File: src/rtl/ajb_pkg.sv
// Shared types, codes and constants of the adaptive jitter buffer.
// Used by every module under rtl except ajb_ram; depends on nothing else.
package ajb_pkg;

  // Store depth default and field widths
  localparam int QUEUE_DEPTH_DEF = 32;
  localparam int DEPTH_W   = 6;
  localparam int RATE_W    = 18;
  localparam int TS_W      = 32;
  localparam int NS_W      = 64;
  localparam int FR_W      = 13;
  localparam int TAG_W     = 8;
  localparam int CNT_W     = 32;
  localparam int STAT_W    = 3;
  localparam int OP_W      = 2;
  localparam int CFG_IDX_W = 2;
  localparam int CFG_W     = RATE_W;

  // frames * 1e9 fits 43 bits; target * duration fits 49 bits
  localparam int NUM_W = 43;
  localparam int DLY_W = NUM_W + DEPTH_W;
  localparam int ENT_W = TS_W + NS_W + FR_W + TAG_W;

  localparam logic [29:0] NS_PER_S = 30'd1000000000;

  // Register indexes
  localparam logic [CFG_IDX_W-1:0] CFG_MIN_DEPTH   = 2'd0;
  localparam logic [CFG_IDX_W-1:0] CFG_MAX_DEPTH   = 2'd1;
  localparam logic [CFG_IDX_W-1:0] CFG_SAMPLE_RATE = 2'd2;

  // Reset values
  localparam logic [DEPTH_W-1:0] MIN_DEPTH_RST = 6'd2;
  localparam logic [DEPTH_W-1:0] MAX_DEPTH_RST = 6'd8;
  localparam logic [RATE_W-1:0]  RATE_RST      = 18'd48000;
  localparam logic [DEPTH_W-1:0] TARGET_RST    = 6'((2 + 8) / 2);

  typedef enum logic [OP_W-1:0] {
    OP_INSERT  = 2'd0,
    OP_POLL    = 2'd1,
    OP_RELEASE = 2'd2,
    OP_FLUSH   = 2'd3
  } op_e;

  typedef enum logic [STAT_W-1:0] {
    ST_INSERTED  = 3'd0,
    ST_DROPPED   = 3'd1,
    ST_READY     = 3'd2,
    ST_NOT_DUE   = 3'd3,
    ST_UNDERRUN  = 3'd4,
    ST_RELEASED  = 3'd5,
    ST_REL_EMPTY = 3'd6,
    ST_FLUSHED   = 3'd7
  } stat_e;

  // Controller to datapath commands
  typedef struct packed {
    logic cap;
    logic ins_rd;
    logic ins_shift;
    logic ins_put;
    logic drop;
    logic poll_rd;
    logic mul;
    logic div_step;
    logic dly;
    logic add;
    logic pcmp;
    logic underrun;
    logic release_hd;
    logic rel_empty;
    logic flush;
    logic out_load;
  } cmd_t;

  // Datapath to controller status
  typedef struct packed {
    op_e  op;
    logic full;
    logic empty;
    logic k_one;
    logic rd_ge;
    logic div_done;
  } sts_t;

endpackage

File: src/rtl/ajb_ctrl.sv
// Controller FSM: sequences insert walk, poll math, release, flush and output handoff.
// Depends on ajb_pkg.
module ajb_ctrl (
  input  logic          clk_i,
  input  logic          rst_ni,
  input  logic          in_valid_i,
  output logic          in_stall_o,
  output logic          out_valid_o,
  input  logic          out_stall_i,
  input  ajb_pkg::sts_t sts_i,
  output ajb_pkg::cmd_t cmd_o
);
  import ajb_pkg::*;

  typedef enum logic [11:0] {
    S_IDLE = 12'b000000000001,
    S_DISP = 12'b000000000010,
    S_RD   = 12'b000000000100,
    S_CMP  = 12'b000000001000,
    S_PUT  = 12'b000000010000,
    S_PRD  = 12'b000000100000,
    S_MUL  = 12'b000001000000,
    S_DIV  = 12'b000010000000,
    S_DLY  = 12'b000100000000,
    S_ADD  = 12'b001000000000,
    S_PCMP = 12'b010000000000,
    S_FIN  = 12'b100000000000
  } state_e;

  state_e state_q, state_d;
  logic   out_valid_q;

  // Next state and commands
  always_comb begin
    state_d = state_q;
    cmd_o   = '0;
    case (state_q)
      S_IDLE: begin
        if (in_valid_i) begin
          cmd_o.cap = 1'b1;
          state_d   = S_DISP;
        end
      end
      S_DISP: begin
        case (sts_i.op)
          OP_INSERT: begin
            if (sts_i.full) begin
              cmd_o.drop = 1'b1;
              state_d    = S_FIN;
            end else if (sts_i.empty) begin
              state_d = S_PUT;
            end else begin
              state_d = S_RD;
            end
          end
          OP_POLL: begin
            if (sts_i.empty) begin
              cmd_o.underrun = 1'b1;
              state_d        = S_FIN;
            end else begin
              state_d = S_PRD;
            end
          end
          OP_RELEASE: begin
            if (sts_i.empty) begin
              cmd_o.rel_empty = 1'b1;
            end else begin
              cmd_o.release_hd = 1'b1;
            end
            state_d = S_FIN;
          end
          default: begin
            cmd_o.flush = 1'b1;
            state_d     = S_FIN;
          end
        endcase
      end
      // Walk back from the tail, moving larger or equal stamps up one slot
      S_RD: begin
        cmd_o.ins_rd = 1'b1;
        state_d      = S_CMP;
      end
      S_CMP: begin
        if (sts_i.rd_ge) begin
          cmd_o.ins_shift = 1'b1;
          state_d         = sts_i.k_one ? S_PUT : S_RD;
        end else begin
          state_d = S_PUT;
        end
      end
      S_PUT: begin
        cmd_o.ins_put = 1'b1;
        state_d       = S_FIN;
      end
      S_PRD: begin
        cmd_o.poll_rd = 1'b1;
        state_d       = S_MUL;
      end
      S_MUL: begin
        cmd_o.mul = 1'b1;
        state_d   = S_DIV;
      end
      S_DIV: begin
        if (sts_i.div_done) begin
          state_d = S_DLY;
        end else begin
          cmd_o.div_step = 1'b1;
        end
      end
      S_DLY: begin
        cmd_o.dly = 1'b1;
        state_d   = S_ADD;
      end
      S_ADD: begin
        cmd_o.add = 1'b1;
        state_d   = S_PCMP;
      end
      S_PCMP: begin
        cmd_o.pcmp = 1'b1;
        state_d    = S_FIN;
      end
      S_FIN: begin
        if (!out_valid_q || !out_stall_i) begin
          cmd_o.out_load = 1'b1;
          state_d        = S_IDLE;
        end
      end
      default: state_d = S_IDLE;
    endcase
  end

  always_ff @(posedge clk_i or negedge rst_ni) begin
    if (!rst_ni) begin
      state_q     <= S_IDLE;
      out_valid_q <= 1'b0;
    end else begin
      state_q <= state_d;
      if (cmd_o.out_load) begin
        out_valid_q <= 1'b1;
      end else if (!out_stall_i) begin
        out_valid_q <= 1'b0;
      end
    end
  end

  assign in_stall_o  = (state_q != S_IDLE);
  assign out_valid_o = out_valid_q;

  // Checks
  a_no_overwrite: assert property (@(posedge clk_i) disable iff (!rst_ni)
    (cmd_o.out_load && out_valid_q) |-> !out_stall_i)
    else $error("pending result overwritten");

  a_state_onehot: assert property (@(posedge clk_i) disable iff (!rst_ni)
    $onehot(state_q))
    else $error("state register not one-hot");

  a_out_held: assert property (@(posedge clk_i) disable iff (!rst_ni)
    (out_valid_q && out_stall_i) |=> out_valid_q)
    else $error("stalled result word dropped");

endmodule

File: config.mk
export PLATFORM = sky130hd
export DESIGN_NAME = ajb_ctrl
export DESIGN_NICKNAME = d
export VERILOG_FILES = /design/src/rtl/ajb_pkg.sv /design/src/rtl/ajb_ctrl.sv
export SDC_FILE = /design/constraint.sdc
export NUM_CORES = 1
export LEC_CHECK = 0
export BUFFER_PORTS_ARGS = -buffer_cell sky130_fd_sc_hd__buf_2
export CAP_MARGIN = 40
export CELL_PAD_IN_SITES_DETAIL_PLACEMENT = 1
export CELL_PAD_IN_SITES_GLOBAL_PLACEMENT = 2
export CORE_UTILIZATION = 25
export DETAILED_ROUTE_END_ITERATION = 12
export PLACE_DENSITY_LB_ADDON = 0.1
export SLEW_MARGIN = 20
export SYNTH_ARGS = -nofsm -noshare
export SYNTH_HDL_FRONTEND = slang
export SYNTH_SLANG_ARGS = --single-unit
File: constraint.sdc
create_clock -name clk_i -period 1.8 [get_ports clk_i]
set_clock_uncertainty 0.2 [all_clocks]
set_input_delay 0.18 -clock clk_i [delete_from_list [all_inputs] [get_ports clk_i]]
set_output_delay 0.18 -clock clk_i [all_outputs]
set_load 0.005 [all_outputs]
==> impl_results.md <==
* Status: finished, violations left
* Violated checks: setup timing
* First-pass GRT wire length at 4.66 mm
* Initial antenna violation count at 0
* Setup WS pre-CTS at -110 ps
* Area share of the largest cell type after synthesis at 35.2%
* Area Growth Syn to Fin at 91.1%
* Total GRT Usage at 17.4%
* Final core utilization at 51.7%
* CTS root buf: clkbuf_4
* Number of global-route vias before repair at 1,018
* Logic pwr share at 59.1%
* Post-Layout Cell Count at 213
* Final setup margin at -420 ps
* WL final at 3.15 mm
* Slew headroom at 77.5%
* Ant diodes at 0
* Initial Util at 27.1%
* Worst path cell trace: nor4_4, nand2_2, buf_4, nor2_1, nand3_1, a21oi_1, buf_2
* Sequential Power Share at 27.6%
* Clock Sinks at 13
* Measured slew at the worst slew-check pin at 334 ps
* Antenna-violating nets left at 0
* TritonCTS clock tree: done
* Dpl cell area at 0.00118 mm²
* Layout cells sized above 1 at 60.4%
* CP endpoint: cmd_o[0]
* Pwr Total at 0.00140 W
* Die X at 60.4 µm
* Post-synthesis net count at 108
* R2r worst-path depth at 6
* Largest net degree at the start of global routing at 14
* DRC at 0
* Max IR drop VDD at 0.000270 V
* Fin crit share at 123%
* Final net count at 181
* CTS max path bufs at 2
* Die area at 0.00365 mm²
* Vias per inst at 4.82
* Clk slew on worst S/H paths at 80 ps
* Vias at 1,026
* Synth area leader: dfrtp_1
* Lkg Pwr at 0.813 nW
* Sequential element share of the synthesized area at 38.3%
* Mapped Cells at 97
* Max-Cap Viols at 0
* Min Clock Period, post-route at 2220 ps
* Slowest stage delay, CP at 420 ps
* CP required at 1420 ps
* Hold WC Path Type: input port to register
* Flop-to-flop setup slack at -250 ps
* Avg Inst Size Synth at 8.80 µm²
* DRT iter0 DRCs at 35
* Clk_lat worst skew at 280 ps
* Crit Path Max Fanout at 4
* Post-Syn Area at 853 µm²
* Synth Register Bits at 13
* Final setup violation count at 25
* Rows at 20
* Reg-to-reg startpoint: state_q[4]
* Placed Instances at 187
* Startpoint types: register
* # IOs at 29
* PwrDens at 860 mW/mm²
* # fillers at 371
* Pint at 0.000890 W
* DP HPWL at 2.05 mm
* CP max stage cell: dfrtp_1
* 1st-pass router iterations at 4
* Critical Path End Type: primary output
* Post-detailed-route wirelength per cell at 14.8 µm
* Clock Power Share at 13.3%
* Clock buffer count from CTS at 3
* Die Y at 60.4 µm
* RSZ-0062 raised after global routing: yes
* Worst setup path startpoint: state_q[4]
* H-tree depth at 1
* Worst EP arrival at 1840 ps
* Setup CP Type: register to primary output
* Grt total ovfl at 0
* Sw Share at 36.6%
* RePlAce Congestion at 0.749
* Post-route cell area at 0.00163 mm²
* Final hold vios at 0
* Core ar. at 0.00315 mm²
* Ys Warns at 0
* FF-to-FF End: state_q[0]
* Port Buffers at 28
* Synth cell types at 32
* Switching pwr at 0.000513 W
* Top cells by area, synth: dfrtp_1 35%, nor3_1 5.3%, nor2_1 5.3%, nor4_4 5.0%, nor4b_1 4.1%
* Pins Over Slew Limit at 0
* Max Clock Freq at 450 MHz
-- cell usage after synthesis, drive strengths merged --
master,number
or3,1
nand4bb,1
a32oi,1
and2,2
xor2,2
and3,3
or2,2
xnor2,1
o21ai,4
a21boi,1
and4b,3
buf,3
dfstp,1
inv,5
or4b,1
nand2,9
dfrtp,12
o41ai,2
nor2,12
o2111ai,1
nand2b,4
nor3,9
a21oi,2
nand3b,1
nor4b,4
nor4,5
nand3,4
o32ai,1
-- placed cells by master (no fill, tap or decap), types with 3 or more instances in the layout --
cell type,n
dlygate4sd3_1,9
dfrtp_1,9
nor2_2,3
buf_6,8
nand2_1,5
nand2b_1,3
dfrtp_2,3
o21ai_0,3
nor4_4,4
buf_2,26
nor3_1,4
buf_4,28
nand3_1,3
inv_1,5
nor3_2,4
nand2_4,3
clkbuf_4,3
nor2_1,9
-- power groups by stage --
stage               Sequential, W  Clock, W  Combinational (W)
CTS                      0.000377  0.000190           0.000560
floorplan                0.000374         0           0.000238
global placement         0.000375         0           0.000482
global route             0.000391  0.000202           0.000894
finish                   0.000387  0.000187           0.000829
detailed placement       0.000379         0           0.000487
-- timing repair --
item,CTS,global route
endpoints found under the setup margin,24,28
hold buffers,9,0
setup buffers,6,9
gates resized for setup,17,33
pin swaps,10,14
hold endpoints to repair,20,0
-- how the worst min path moves through the flow --
stage | startpoint | to | slack (ps) | cells past startpoint
finish | sts_i[6] | state_q[11] | 90 | 3
CTS | sts_i[6] | state_q[11] | 90 | 3
global route | sts_i[6] | state_q[11] | 110 | 3
detailed placement | rst_ni | state_q[7] | -110 | 1
global placement | rst_ni | state_q[7] | -110 | 1
floorplan | rst_ni | out_valid_o | -320 | 0
-- state kept, by name, indices dropped and copies added, names as in the netlist --
register,flops
out_valid_o,1
state_q,12
-- cell type report --
cell class | instances | area, µm² | area share, %
repair buffers | 71 | 520 | 31.9
clock buffers | 4 | 26.3 | 1.61
flip-flops and latches | 13 | 330 | 20.3
multi-input cells | 76 | 679 | 41.7
well taps | 44 | 55.1 | 3.38
inverters | 5 | 18.8 | 1.15
-- through the flow --
stage                     TNS [ps]  hold slack, ps
after floorplan              -30.2            -316
after global placement        -715            -110
after detailed placement      -993            -109
after CTS                    -5180            87.4
after global routing         -8610             110
final                        -5860            85.8
-- cell families (layout without fill, tap and decap cells) --
family          count (synthesis)  count (layout)  synth area share (%)
compound gates                 12              12                  9.53
xor+xnor                        3               3                  3.08
buf+inv                         8              80                  4.99
flops                          13              13                  38.3
simple gates                   61              61                  44.1
-- routing by layer --
metal	track usage (%)	share of wire, %	vias up
met3	2.56	2.9	4
li1	-	-	499
met1	21.0	41	501
met4	6.82	1.2	0
met5	0	0	-
met2	30.9	55	22
-- worst max-delay path, delay by kind of cell (launching register included) --
family          cells  cell delay [ps]
compound gates      1              140
buf+inv             2              300
simple gates        4              690
flops               1              420
(Power assumes the default switching activity.)
